File: config.mk
export PLATFORM = sky130hd
export DESIGN_NAME = cmax_fifo
export DESIGN_NICKNAME = d
export VERILOG_FILES = /design/src/rtl/cmax_pkg.sv /design/src/rtl/cmax_fifo.sv
export SDC_FILE = /design/constraint.sdc
export NUM_CORES = 1
export LEC_CHECK = 0
export ABC_AREA = 1
export CORE_MARGIN = 4
export CORE_UTILIZATION = 62
export DETAILED_ROUTE_END_ITERATION = 10
export DONT_BUFFER_PORTS = 1
export GPL_TIMING_DRIVEN = 0
export PLACE_DENSITY = 0.85
export SLEW_MARGIN = 20
export SYNTH_ARGS = -nofsm -noshare
export SYNTH_HDL_FRONTEND = slang
export SYNTH_SLANG_ARGS = --single-unit
File: constraint.sdc
create_clock -name aclk -period 2.3 [get_ports aclk]
set_clock_uncertainty 0.2 [all_clocks]
set_input_delay 0.115 -clock aclk [delete_from_list [all_inputs] [get_ports aclk]]
set_output_delay 0.115 -clock aclk [all_outputs]
set_load 0.01 [all_outputs]
File: src/rtl/cmax_pkg.sv
// Shared types and constants for the column maximum and arg-maximum block.
package cmax_pkg;

    // Default store depth (columns per frame)
    localparam int MAX_COLUMNS_DEF = 2048;

    // Fixed field widths
    localparam int DATA_W    = 8;
    localparam int ROW_W     = 16;
    localparam int COL_CNT_W = 12;
    localparam int COL_IDX_W = 11;

    // Classifier-to-datapath queue depth (power of two)
    localparam int FIFO_DEPTH = 4;

    // Configuration port
    localparam int APB_ADDR_W = 3;
    localparam int APB_DATA_W = 32;
    localparam logic REG_ROW_COUNT    = 1'b0;
    localparam logic REG_COLUMN_COUNT = 1'b1;

    // One classified element on its way to the datapath
    typedef struct packed {
        logic [DATA_W-1:0]    value;
        logic [COL_CNT_W-1:0] col;
        logic [ROW_W-1:0]     row;
        logic                 first_row;
        logic                 last_row;
        logic                 last_col;
    } entry_t;

endpackage

File: src/rtl/cmax_fifo.sv
// Short register queue between the element classifier and the datapath.
module cmax_fifo (
    input  logic              aclk,
    input  logic              aresetn,
    input  logic              push,
    input  cmax_pkg::entry_t  push_data,
    input  logic              pop,
    output cmax_pkg::entry_t  head,
    output logic              full,
    output logic              empty
);

    localparam int PW = (cmax_pkg::FIFO_DEPTH > 1) ? $clog2(cmax_pkg::FIFO_DEPTH) : 1;
    localparam int CW = $clog2(cmax_pkg::FIFO_DEPTH + 1);

    cmax_pkg::entry_t slot_reg [cmax_pkg::FIFO_DEPTH];
    logic [PW-1:0] wr_ptr_reg, wr_ptr_next;
    logic [PW-1:0] rd_ptr_reg, rd_ptr_next;
    logic [CW-1:0] count_reg, count_next;

    assign full  = (count_reg == CW'(cmax_pkg::FIFO_DEPTH));
    assign empty = (count_reg == '0);
    assign head  = slot_reg[rd_ptr_reg];

    // Pointer and fill count
    always_comb begin
        wr_ptr_next = wr_ptr_reg;
        rd_ptr_next = rd_ptr_reg;
        count_next  = count_reg;
        if (push) begin
            wr_ptr_next = (wr_ptr_reg == PW'(cmax_pkg::FIFO_DEPTH - 1)) ? '0 : wr_ptr_reg + 1'b1;
        end
        if (pop) begin
            rd_ptr_next = (rd_ptr_reg == PW'(cmax_pkg::FIFO_DEPTH - 1)) ? '0 : rd_ptr_reg + 1'b1;
        end
        if (push && !pop) begin
            count_next = count_reg + 1'b1;
        end else if (pop && !push) begin
            count_next = count_reg - 1'b1;
        end
    end

    always_ff @(posedge aclk) begin
        if (!aresetn) begin
            wr_ptr_reg <= '0;
            rd_ptr_reg <= '0;
            count_reg  <= '0;
        end else begin
            wr_ptr_reg <= wr_ptr_next;
            rd_ptr_reg <= rd_ptr_next;
            count_reg  <= count_next;
        end
    end

    // Storage, no reset
    always_ff @(posedge aclk) begin
        if (push) begin
            slot_reg[wr_ptr_reg] <= push_data;
        end
    end

endmodule

==> flow_summary.json <==
{
  "hold_class": "in2reg",
  "worstPathRequired_ps": 1990,
  "initial_core_util_pct": 63.9,
  "die_area_sq_um": 11700,
  "post-route-util_pct": 77.4,
  "arrival_ps": 1860,
  "fp.dieH_microns": 108,
  "area_growth_pct": 21.1,
  "use_met3_pct": 6.81,
  "nNetsFinal": 553,
  "syn_nets": 487,
  "firstDrtPassIters": 7,
  "largest_reg_flops": 156,
  "core_sq_um": 9770,
  "cts_setup_buffers": 0,
  "grt-ovfl-total": 0,
  "die_w_microns": 108,
  "track_usage_pct": 24.5,
  "grt_first_pass_wirelength_microns": 20600,
  "crit_buf_inv": 2,
  "final.period_utilization_pct": 94.4,
  "synth-seq-cells": 165,
  "grt_setup_unrepaired": "no",
  "yosysTopAreaCell": "edfxtp_1",
  "cts-root-buf": "clkbuf_8",
  "drt-wirelength-per-cell_microns": 21.0,
  "drive_above_1_share_pct": 12.2,
  "clock_latency_ps": 530,
  "end_kind": "output pin",
  "synth_area_per_cell_sq_um": 14.3,
  "period_needed_ps": 2170,
  "routed_wl_microns": 13600,
  "grt_use_met1_pct": 28.2,
  "synth.distinct_cells": 23,
  "fillers": 538,
  "peakVddDrop_v": 0.000478,
  "hpwl_microns": 7890,
  "syn-cell-area_sq_um": 6240,
  "critical_path_class": "reg2out",
  "drv_cap": 0,
  "yosysWarnings": 0,
  "clock-sinks": 165,
  "power.leakage_uw": 0.00263,
  "tritoncts": "done",
  "dr.first_iter.drc_count": 397,
  "relSlewSlack_pct": 57.4,
  "drcViolationCount": 0,
  "antenna_found_initial": 0,
  "gp_congestion": 0.769,
  "cts_made_buffers": 17,
  "clk_path_buf_depth": 2,
  "path_cells": "inv_2, clkbuf_1, o21ai_0, o22ai_1",
  "post-synth-top-area-fraction_pct": 75.0,
  "antenna_cells": 0,
  "start_kind": "flop",
  "io_pins": 84,
  "grt_use_met2_pct": 42.2,
  "htreeDepth": 4,
  "port-buffer-count": 0,
  "finalSetupViolations": 0,
  "num_rows": 36,
  "viasPerCell": 6.04,
  "synthCells": 437,
  "p_total_uw": 7060,
  "path_clk_slew_ps": 60,
  "slowest_delay_ps": 360,
  "fmax_mhz": 461,
  "worstPathMaxFanout": 10,
  "worst_pin_slew_ps": 637,
  "power_density_nw_per_um2": 933,
  "grt.busiest_layer": "met2",
  "critical_path.top_delay_family": "compound AO/OA/AOI/OAI gates",
  "hold_violations": 0,
  "ant_nets": 0,
  "grt_pass1_vias": 3965,
  "vias": 3920,
  "seq_area_frac_synth_pct": 77.9,
  "grt_max_degree": 26,
  "ys_top_cells_by_area": "edfxtp_1 75%, o21ai_0 6.3%, nor2_1 5.2%, o22ai_1 3.9%, dfxtp_1 2.9%",
  "cp_slowest_cell": "clkbuf_1",
  "drv_slew": 0,
  "status": "complete, no violations"
}
## metrics by stage
step                cells  hold WS, ps  setup slack [ps]  TNS [ps]  area [sq um]
floorplan             437         13.9               350         0          6240
global placement      570         14.0              -230    -29800          6410
detailed placement    574         14.0               426         0          6510
CTS                   649         63.1              19.5         0          7560
global route          649         88.5              64.9         0          7560
finish                649         93.2               129         0          7560
## routing by layer
metal	routed length (microns)	up-vias	part of all wire (%)
li1	-	1757	-
met1	4990	1922	37
met2	7220	213	53
met3	1140	28	8.3
met4	282	0	2.1
met5	0	-	0
## layout make-up
type                    instances  area (sq um)  share of cell area (%)
well taps                     133           166                    2.20
repair buffers                 47           526                    6.95
clock buffers                  22           453                    5.99
inverters                      16          62.6                   0.827
plain buffers                  25           169                    2.23
clock inverters                10           170                    2.25
flip-flops and latches        165          4860                    64.3
multi-input cells             231          1150                    15.2
## layout by cell type, fill, tap and decap left out
master         count
inv_1             10
o21ai_1            2
buf_16             2
clkbuf_16         16
buf_4              2
edfxtp_1         156
clkinvlp_4         2
buf_6              6
clkbuf_2           6
dfxtp_1            9
clkbuf_8           3
o21ai_0           79
clkbuf_4           1
o22ai_1           39
a21oi_1            3
xor2_1             1
nand3_1            1
inv_4              1
inv_2              5
clkbuf_1           4
clkinv_4           2
fa_1               1
nor2_1            86
bufinv_16          4
buf_12             2
nor3_1             4
buf_2              9
inv_6              2
ha_1               6
dlygate4sd3_1     43
nand2_1            8
nand4_1            1
## worst paths after layout
kind | slack, ps | startpoint | end | cells after the start
setup / recovery | 130 | flop | head[24] | 4
hold / removal | 90 | push_data[31] | slot_reg[0][31]$_DFFE_PP_ | 1
setup reg to reg | 350 | count_reg[0]$_SDFFE_PN0P_ | count_reg[2]$_SDFFE_PN0P_ | 7
hold reg to reg | 350 | rd_ptr_reg[0]$_SDFFE_PN0P_ | rd_ptr_reg[0]$_SDFFE_PN0P_ | 2
## cell usage after synthesis
cell type,instances
buf_4,2
inv_2,1
nand2_1,8
nor2_1,86
ha_1,6
dfxtp_1,9
nand4_1,1
o21ai_1,2
xor2_1,1
o22ai_1,39
edfxtp_1,156
buf_6,6
clkbuf_1,4
nor3_1,4
a21oi_1,3
buf_2,9
clkbuf_2,3
nand3_1,1
inv_4,1
inv_1,14
o21ai_0,79
clkbuf_4,1
fa_1,1
## cell families (layout without fill, tap and decap cells)
logic type               Yosys count  after routing  synth area share (%)
AND/OR/NAND/NOR                  100            100                  6.15
XOR/XNOR                           1              1                 0.140
flip-flops                       165            165                  77.9
buffers and inverters             41            120                  3.65
adder cells (fa/ha/maj)            7              7                  1.52
AO/OA/AOI/OAI                    123            123                  10.6
## repair_timing
item | CTS | global route
hold buffers | 43 | 0
endpoints found under the hold margin | 244 | 0
setup endpoints to repair | 0 | 6
resized for setup | 0 | 6
## power breakdown
part	internal [uW]	total, uW	leakage (uW)	switching [uW]
logic	209	641	0.000822	431
registers	3430	3470	0.00151	42.4
clock network	1830	2950	0.000296	1110
Power figures use the tool's default switching activity.
