File: config.mk
export PLATFORM = sky130hd
export DESIGN_NAME = cmax_front
export DESIGN_NICKNAME = d
export VERILOG_FILES = /design/src/rtl/cmax_pkg.sv /design/src/rtl/cmax_front.sv
export SDC_FILE = /design/constraint.sdc
export NUM_CORES = 1
export LEC_CHECK = 0
export ABC_AREA = 1
export BUFFER_PORTS_ARGS = -buffer_cell sky130_fd_sc_hd__clkbuf_2
export CORE_ASPECT_RATIO = 1.5
export CORE_UTILIZATION = 30
export CTS_CLUSTER_DIAMETER = 150
export DETAILED_ROUTE_END_ITERATION = 16
export SYNTH_ARGS = -nofsm -noshare
export SYNTH_HDL_FRONTEND = slang
export SYNTH_SLANG_ARGS = --single-unit
File: constraint.sdc
create_clock -name aclk -period 3.3 [get_ports aclk]
set_input_delay 0.165 -clock aclk [delete_from_list [all_inputs] [get_ports aclk]]
set_output_delay 0.165 -clock aclk [all_outputs]
set_load 0.005 [all_outputs]
File: src/rtl/cmax_pkg.sv
// Shared types and constants for the column maximum and arg-maximum block.
package cmax_pkg;

    // Default store depth (columns per frame)
    localparam int MAX_COLUMNS_DEF = 2048;

    // Fixed field widths
    localparam int DATA_W    = 8;
    localparam int ROW_W     = 16;
    localparam int COL_CNT_W = 12;
    localparam int COL_IDX_W = 11;

    // Classifier-to-datapath queue depth (power of two)
    localparam int FIFO_DEPTH = 4;

    // Configuration port
    localparam int APB_ADDR_W = 3;
    localparam int APB_DATA_W = 32;
    localparam logic REG_ROW_COUNT    = 1'b0;
    localparam logic REG_COLUMN_COUNT = 1'b1;

    // One classified element on its way to the datapath
    typedef struct packed {
        logic [DATA_W-1:0]    value;
        logic [COL_CNT_W-1:0] col;
        logic [ROW_W-1:0]     row;
        logic                 first_row;
        logic                 last_row;
        logic                 last_col;
    } entry_t;

endpackage

File: src/rtl/cmax_front.sv
// Front end: accepts elements, tracks row and column, classifies each beat.
module cmax_front (
    input  logic                                aclk,
    input  logic                                aresetn,
    input  logic                                s_valid,
    output logic                                s_ready,
    input  logic [cmax_pkg::DATA_W-1:0]         s_element,
    input  logic [cmax_pkg::ROW_W-1:0]          eff_rows,
    input  logic [cmax_pkg::COL_CNT_W-1:0]      eff_cols,
    input  logic                                restart,
    input  logic                                fifo_full,
    output logic                                push,
    output cmax_pkg::entry_t                    push_data
);

    logic [cmax_pkg::COL_CNT_W-1:0] col_reg, col_next;
    logic [cmax_pkg::ROW_W-1:0]     row_reg, row_next;
    logic                           last_row, last_col;

    assign s_ready = !fifo_full;
    assign push    = s_valid && s_ready;

    // Classification of the current position
    assign last_row = (row_reg == eff_rows - 1'b1);
    assign last_col = (col_reg == eff_cols - 1'b1);

    always_comb begin
        push_data.value     = s_element;
        push_data.col       = col_reg;
        push_data.row       = row_reg;
        push_data.first_row = (row_reg == '0);
        push_data.last_row  = last_row;
        push_data.last_col  = last_col;
    end

    // Raster position, restarted by any register write
    always_comb begin
        col_next = col_reg;
        row_next = row_reg;
        if (restart) begin
            col_next = '0;
            row_next = '0;
        end else if (push) begin
            if (last_col) begin
                col_next = '0;
                row_next = last_row ? '0 : row_reg + 1'b1;
            end else begin
                col_next = col_reg + 1'b1;
            end
        end
    end

    always_ff @(posedge aclk) begin
        if (!aresetn) begin
            col_reg <= '0;
            row_reg <= '0;
        end else begin
            col_reg <= col_next;
            row_reg <= row_next;
        end
    end

endmodule

==> reports/metrics.csv, run 1 <==
stage;metric;value;unit
outcome;status;complete, no violations;
power_and_ir_drop;total_power;813.5;uW
routing;firstDrtPassIters;5;
clock_tree;cts_htree_levels;1;
setup_path;endpoint;push_data[1];
setup_path;crit_path_start;row_reg[3];
grt;grt_pass1_vias;3635;
setup_path;slowest_stage;dfxtp_1;
logic_synthesis;syn_nets;625;
grt;antenna_found_initial;0;
placement;dp_cells;774;
routing;drc_errors;0;
placement;gp_congestion;1.002;
setup_path;end_kind;output port;
logic_synthesis;synth-seq-cells;28;
sta;hold_viol_final;0;
finish;nFillCells;1177;
clock_tree;cts_hold_buffers;0;
logic_synthesis;yosysWarnings;0;
floorplanning;initial_core_util;0.3078;
routing;avgViaCountPerCell;4.728;
clock_tree;clk_latency;0.27;ns
setup_path;r2r-start;col_reg[1];
setup_path;path_buf_inv;3;
setup_path;startpoint_type;flip-flop;
setup_path;cp_num_cells;12;
setup_path;cp_data_required_time;3.13;ns
finish;largest_reg_flops;16;
logic_synthesis;synth_area_per_cell;5.599;um2
run;maxCapViolCount;0;
floorplanning;fp.dieW;86.88;um
clock_tree;cts_setup_buffers;0;
sta;fin_setup_tns;0;ns
routing;vias;3678;
setup_path;path_max_fanout;7;
floorplanning;die_h;129.3;um
sta;worst-slew-pin-transition;0.5791;ns
clock_tree;ctsResizeCount;0;
clock_tree;clock-root-buffer;clkbuf_16;
finish;drive_above_1_share;0.1956;
setup_path;worstPathArrival;2.01;ns
floorplanning;num_io_pins;82;
setup_path;r2r_slack;1.31;ns
routing;routedWlPerCell;12.79;um
floorplanning;num_rows;46;
sta;fin_crit_sh;0.6593;
finish;utilization;0.3554;
finish;area_delta_synth_final;15.48;%
sta;slew_violations;0;
clock_tree;cts_made_buffers;3;
grt;gr-total-overflow;0;
power_and_ir_drop;leakage;1.884;nW
routing;drt_iter0_drc;205;
worst_hold_path;hold_path_class;in -> reg;
power_and_ir_drop;cellPowerDensity;217.3;nW/um2
sta;slew_headroom;0.6104;
grt;grt_pass1_wl;16.51;mm
grt;gr-usage-all-layers;0.1866;
logic_synthesis;seq_area_frac_synth;0.1729;
setup_path;cp_top_family;simple AND/OR/NAND/NOR gates;
finish;final_cells;778;
floorplanning;core_area;10530;um2
routing;drt-total-wl;9.952;mm
placement;place_hpwl;8.280;mm
setup_path;crit_path_frequent_cell;nand2_1;
grt;grt_start_max_net_pins;16;
power_and_ir_drop;ir_drop;0.1764;mV
clock_tree;clockBufferDepth;2;
finish;final_common_cell;nand2_1;
finish;fin_area;3744;um2
sta;rsz0062_at_grt;no;
setup_path;r2r_end;row_reg[3];
sta;finalSetupViolations;0;
finish;nets;681;
clock_tree;cts_tree;yes;
setup_path;cp_cell_sequence;xor2_1 > inv_1 > nand2_1 > nand2_1 > nor2_1 > nand2_1 > nor2_1 > nand2_1 > nor2_1 > nand3b_1 > inv_1 > clkbuf_2;
placement;io_buffer_count;65;
routing;postRouteAntennaNets;0;
sta;max_freq;459.7;MHz
sta;min_period;2.176;ns
placement;dpl-instance-area;3655;um2
finish;final_cell_mix;nand2_1, nor2_1, inv_1, clkbuf_2, nand3_1;
clock_tree;clk_pin_slew;0.07;ns
floorplanning;dieArea;11230;um2
logic_synthesis;synth_cell_types;32;
finish;n_antenna_cell;0;
clock_tree;clock_sinks;28;
sta;clock_skew;0.004812;ns
setup_path;slowest_delay;0.47;ns
sta;hold_ws;0.2971;ns
sta;fin_ws;1.124;ns
placement;pre_cts_ws;0.9415;ns
logic_synthesis;syn_area;3242;um2
setup_path;rr_worst_depth;13;
setup_path;crit_type;reg -> out;
logic_synthesis;syn_inst;579;
==> layout make-up <==
| type | instances | area [um2] | area share |
|---|---|---|---|
| clock buffers | 4 | 88.84 | 0.02373 |
| inverters | 93 | 351.6 | 0.09392 |
| multi-input cells | 444 | 2237 | 0.5976 |
| flip-flops and latches | 28 | 560.5 | 0.1497 |
| well taps | 144 | 180.2 | 0.04813 |
| repair buffers | 65 | 325.3 | 0.08690 |
==> Yosys cell counts <==
cell,count,area (um2)
a21oi_1,15,75.07
buf_4,10,75.07
clkbuf_1,2,7.510
clkbuf_2,2,10.01
dfxtp_1,28,560.5
ha_1,5,62.56
inv_1,82,307.8
inv_2,10,37.54
inv_4,1,6.260
nand2_1,181,679.4
nand2_2,10,62.56
nand2_4,3,33.78
nand3_1,50,250.2
nand3_2,10,100.1
nand3b_1,5,37.54
nand3b_2,1,11.26
nand4_1,9,56.30
nand4_2,1,12.51
nor2_1,84,315.3
nor2_2,8,50.05
nor2_4,5,56.30
nor2_8,1,20.02
nor3_1,8,40.04
nor3_4,1,16.27
nor4_1,6,37.54
o2111ai_1,1,8.760
o21ai_0,10,50.05
o21ai_4,1,16.27
o21bai_1,1,7.510
or2_2,3,18.77
xnor2_1,7,61.31
xor2_1,18,157.7
==> routing by layer <==
layer | up-vias | GRT usage | part of all wire
met4 | 0 | 0.09314 | 0.039
met1 | 1636 | 0.1973 | 0.40
met2 | 112 | 0.3599 | 0.52
li1 | 1903 | - | -
met3 | 27 | 0.01783 | 0.040
met5 | - | 0 | 0
==> worst reg2reg max path: cells and delay by family (launching register included) <==
family | cells | cell delay [ns]
and+or+nand+nor | 13 | 1.42
DFF | 1 | 0.46
==> kinds of logic (layout without fill, tap and decap cells) <==
| kind of cell | Yosys count | in the layout | share of synthesized area |
|---|---|---|---|
| AOI/OAI and AO/OA | 28 | 28 | 0.04863 |
| xor gates and xnor gates | 25 | 25 | 0.06754 |
| adders and majority gates | 5 | 5 | 0.01930 |
| buffers and inverters | 107 | 162 | 0.1370 |
| DFF | 28 | 28 | 0.1729 |
| and+or+nand+nor | 386 | 386 | 0.5546 |
==> worst min path at each step <==
| stage | from | to | slack, ns | cells past startpoint |
|---|---|---|---|---|
| after floorplan | fifo_full | s_ready | 0.37 | 1 |
| after global placement | s_element[4] | push_data[35] | 0.33 | 0 |
| after detailed placement | s_element[4] | push_data[35] | 0.33 | 0 |
| after CTS | restart | col_reg[0] | 0.30 | 4 |
| after global routing | restart | col_reg[0] | 0.32 | 4 |
| final | restart | row_reg[11] | 0.30 | 4 |
==> report_power, final <==
part	total [mW]	internal [mW]	switching [mW]
clock network	0.309	0.186	0.123
logic	0.165	0.0563	0.109
registers	0.339	0.338	0.000973
total	0.813	0.581	0.233
Note: power is estimated with default switching activity, not from simulation.
==> run 2: changes to the inputs <==
==> constraint.sdc (replaced) <==
create_clock -name aclk -period 2.1 [get_ports aclk]
set_input_delay 0.105 -clock aclk [delete_from_list [all_inputs] [get_ports aclk]]
set_output_delay 0.105 -clock aclk [all_outputs]
set_load 0.005 [all_outputs]
==> run 2 against run 1 <==
Cell area up 5.1%; routed wire length up 2.4%; via count up 0.92%; power up 71%; register-to-register slack worse by 1.1 ns; critical path type unchanged; core utilization up 1.8 points; count of clock-buffer cells in the layout down 1; sequential power up 57%; setup slack worse by 1.0 ns; global-route usage up 0.064 points; hold slack worse by 0.087 ns; non-clock buffer count up 19.
==> reports/metrics.csv, run 2 (synthesis gave the netlist of run 1 again) <==
stage;metric;value;unit
sta;fin_crit_sh;0.9388;
power_and_ir_drop;leakage;1.996;nW
placement;dpl-instance-area;3790;um2
placement;gp_congestion;0.9362;
clock_tree;clock-root-buffer;clkbuf_16;
finish;fin_area;3936;um2
finish;nFillCells;1168;
routing;drt_iter0_drc;173;
power_and_ir_drop;p_seq_frac;0.382;
setup_path;end_kind;output port;
sta;finalSetupViolations;0;
sta;slew_headroom;0.6856;
routing;avgViaCountPerCell;4.657;
finish;n_antenna_cell;0;
power_and_ir_drop;power.share.combinational;0.199;
power_and_ir_drop;switching_share;0.2761;
placement;place_hpwl;8.623;mm
finish;area_delta_synth_final;21.42;%
power_and_ir_drop;p_clk_frac;0.419;
clock_tree;clock_sinks;28;
setup_path;worstPathArrival;1.87;ns
floorplanning;dieArea;11230;um2
grt;grt_start_max_net_pins;17;
sta;fin_setup_tns;0;ns
clock_tree;clk_pin_slew;0.07;ns
grt;antenna_found_initial;0;
grt;grt_pass1_wl;16.68;mm
setup_path;crit_type;reg -> out;
floorplanning;fp.dieW;86.88;um
floorplanning;num_io_pins;82;
routing;postRouteAntennaNets;0;
finish;drive_above_1_share;0.2389;
finish;final_cell_mix;nand2_1, nor2_1, inv_1, clkbuf_2, nand3_1;
finish;final_common_cell;nand2_1;
clock_tree;cts_made_buffers;3;
sta;clock_skew;0.002225;ns
run;maxCapViolCount;0;
worst_hold_path;hold_path_class;in -> out;
routing;drc_errors;0;
routing;firstDrtPassIters;4;
clock_tree;cts_tree;yes;
finish;largest_reg_flops;16;
outcome;status;complete, no violations;
routing;routedWlPerCell;12.79;um
sta;worst-slew-pin-transition;0.4672;ns
finish;nets;700;
floorplanning;core_area;10530;um2
floorplanning;num_rows;46;
routing;drt-total-wl;10.19;mm
finish;utilization;0.3737;
power_and_ir_drop;p_sw;384.2;uW
sta;hold_viol_final;0;
sta;max_freq;507.2;MHz
setup_path;startpoint_type;flip-flop;
sta;min_period;1.972;ns
grt;gr-usage-all-layers;0.1873;
floorplanning;initial_core_util;0.3078;
placement;pre_cts_ws;0.03685;ns
sta;fin_ws;0.1284;ns
floorplanning;die_h;129.3;um
sta;slew_violations;0;
clock_tree;cts_hold_buffers;0;
clock_tree;clk_latency;0.27;ns
power_and_ir_drop;power.internal;1.007;mW
clock_tree;clockBufferDepth;2;
routing;vias;3712;
power_and_ir_drop;ir_drop;0.4274;mV
setup_path;path_max_fanout;3;
setup_path;r2r_slack;0.26;ns
setup_path;cp_data_required_time;2.00;ns
power_and_ir_drop;total_power;1.392;mW
clock_tree;cts_htree_levels;1;
grt;grt_pass1_vias;3775;
placement;io_buffer_count;65;
grt;gr-total-overflow;0;
power_and_ir_drop;cellPowerDensity;353.5;nW/um2
[run 2: changes by cell type in the layout (fill, tap and decap cells not counted), moves of 2 or more]
cell     previous run  this run
inv_2              10        12
dfxtp_1            28        22
buf_4               0        19
dfxtp_2             0         5
nand2_1           181       179
nand2_2            10        12
inv_1              82        80
[run 2: path summary, 6_finish.rpt]
path | from | endpoint | cells after the start
worst min register to register | row_reg[1] | row_reg[1] | 2
worst max register to register | col_reg[3] | col_reg[10] | 10
worst max-delay path | row_reg[8] | push_data[1] | 9
worst min-delay path | s_element[0] | push_data[31] | 0
[run 2: power groups by stage]
stage | Sequential [mW] | Combinational [mW] | Clock [mW]
finish | 0.531 | 0.277 | 0.583
global route | 0.532 | 0.312 | 0.622
CTS | 0.532 | 0.273 | 0.592
detailed placement | 0.545 | 0.271 | 0
global placement | 0.545 | 0.266 | 0
floorplan | 0.545 | 0.181 | 0
[run 2: metal layers]
layer	track usage	vias to the layer above	wire [um]
met5	0	-	0
met4	0.09510	0	374
met3	0.01274	26	249
met2	0.3724	85	5433
met1	0.1910	1668	4137
li1	-	1933	-
[run 2: stage by stage]
stage	instances	hold WS (ns)
after global routing	797	0.2100
after global placement	792	0.2100
after floorplan	579	0.2512
final	797	0.2100
after detailed placement	792	0.2100
after CTS	796	0.2100
[run 2: critical path, stage by stage (launching register included)]
cell	delay, ns
dfxtp_1	0.39
xor2_1	0.29
nand2_1	0.09
nand2_1	0.14
o21ai_0	0.11
nor2_1	0.10
nand3b_1	0.07
nand3b_1	0.22
inv_1	0.08
clkbuf_2	0.10
[run 2: timing repair]
action,4_1_cts,5_1_grt
hold endpoints to repair,0,0
setup endpoints to repair,1,6
resized for setup,1,14
setup buffers,0,1
pin swaps,0,1
[run 2: area by class of cell]
class	instances	area (um2)	share of cell area
Multi-Input combinational cell	444	2261	0.5744
Clock buffer	3	75.07	0.01907
Timing Repair Buffer	84	467.9	0.1189
Sequential cell	28	570.5	0.1449
Clock inverter	1	30.03	0.007629
Tap cell	144	180.2	0.04577
Inverter	93	351.6	0.08932
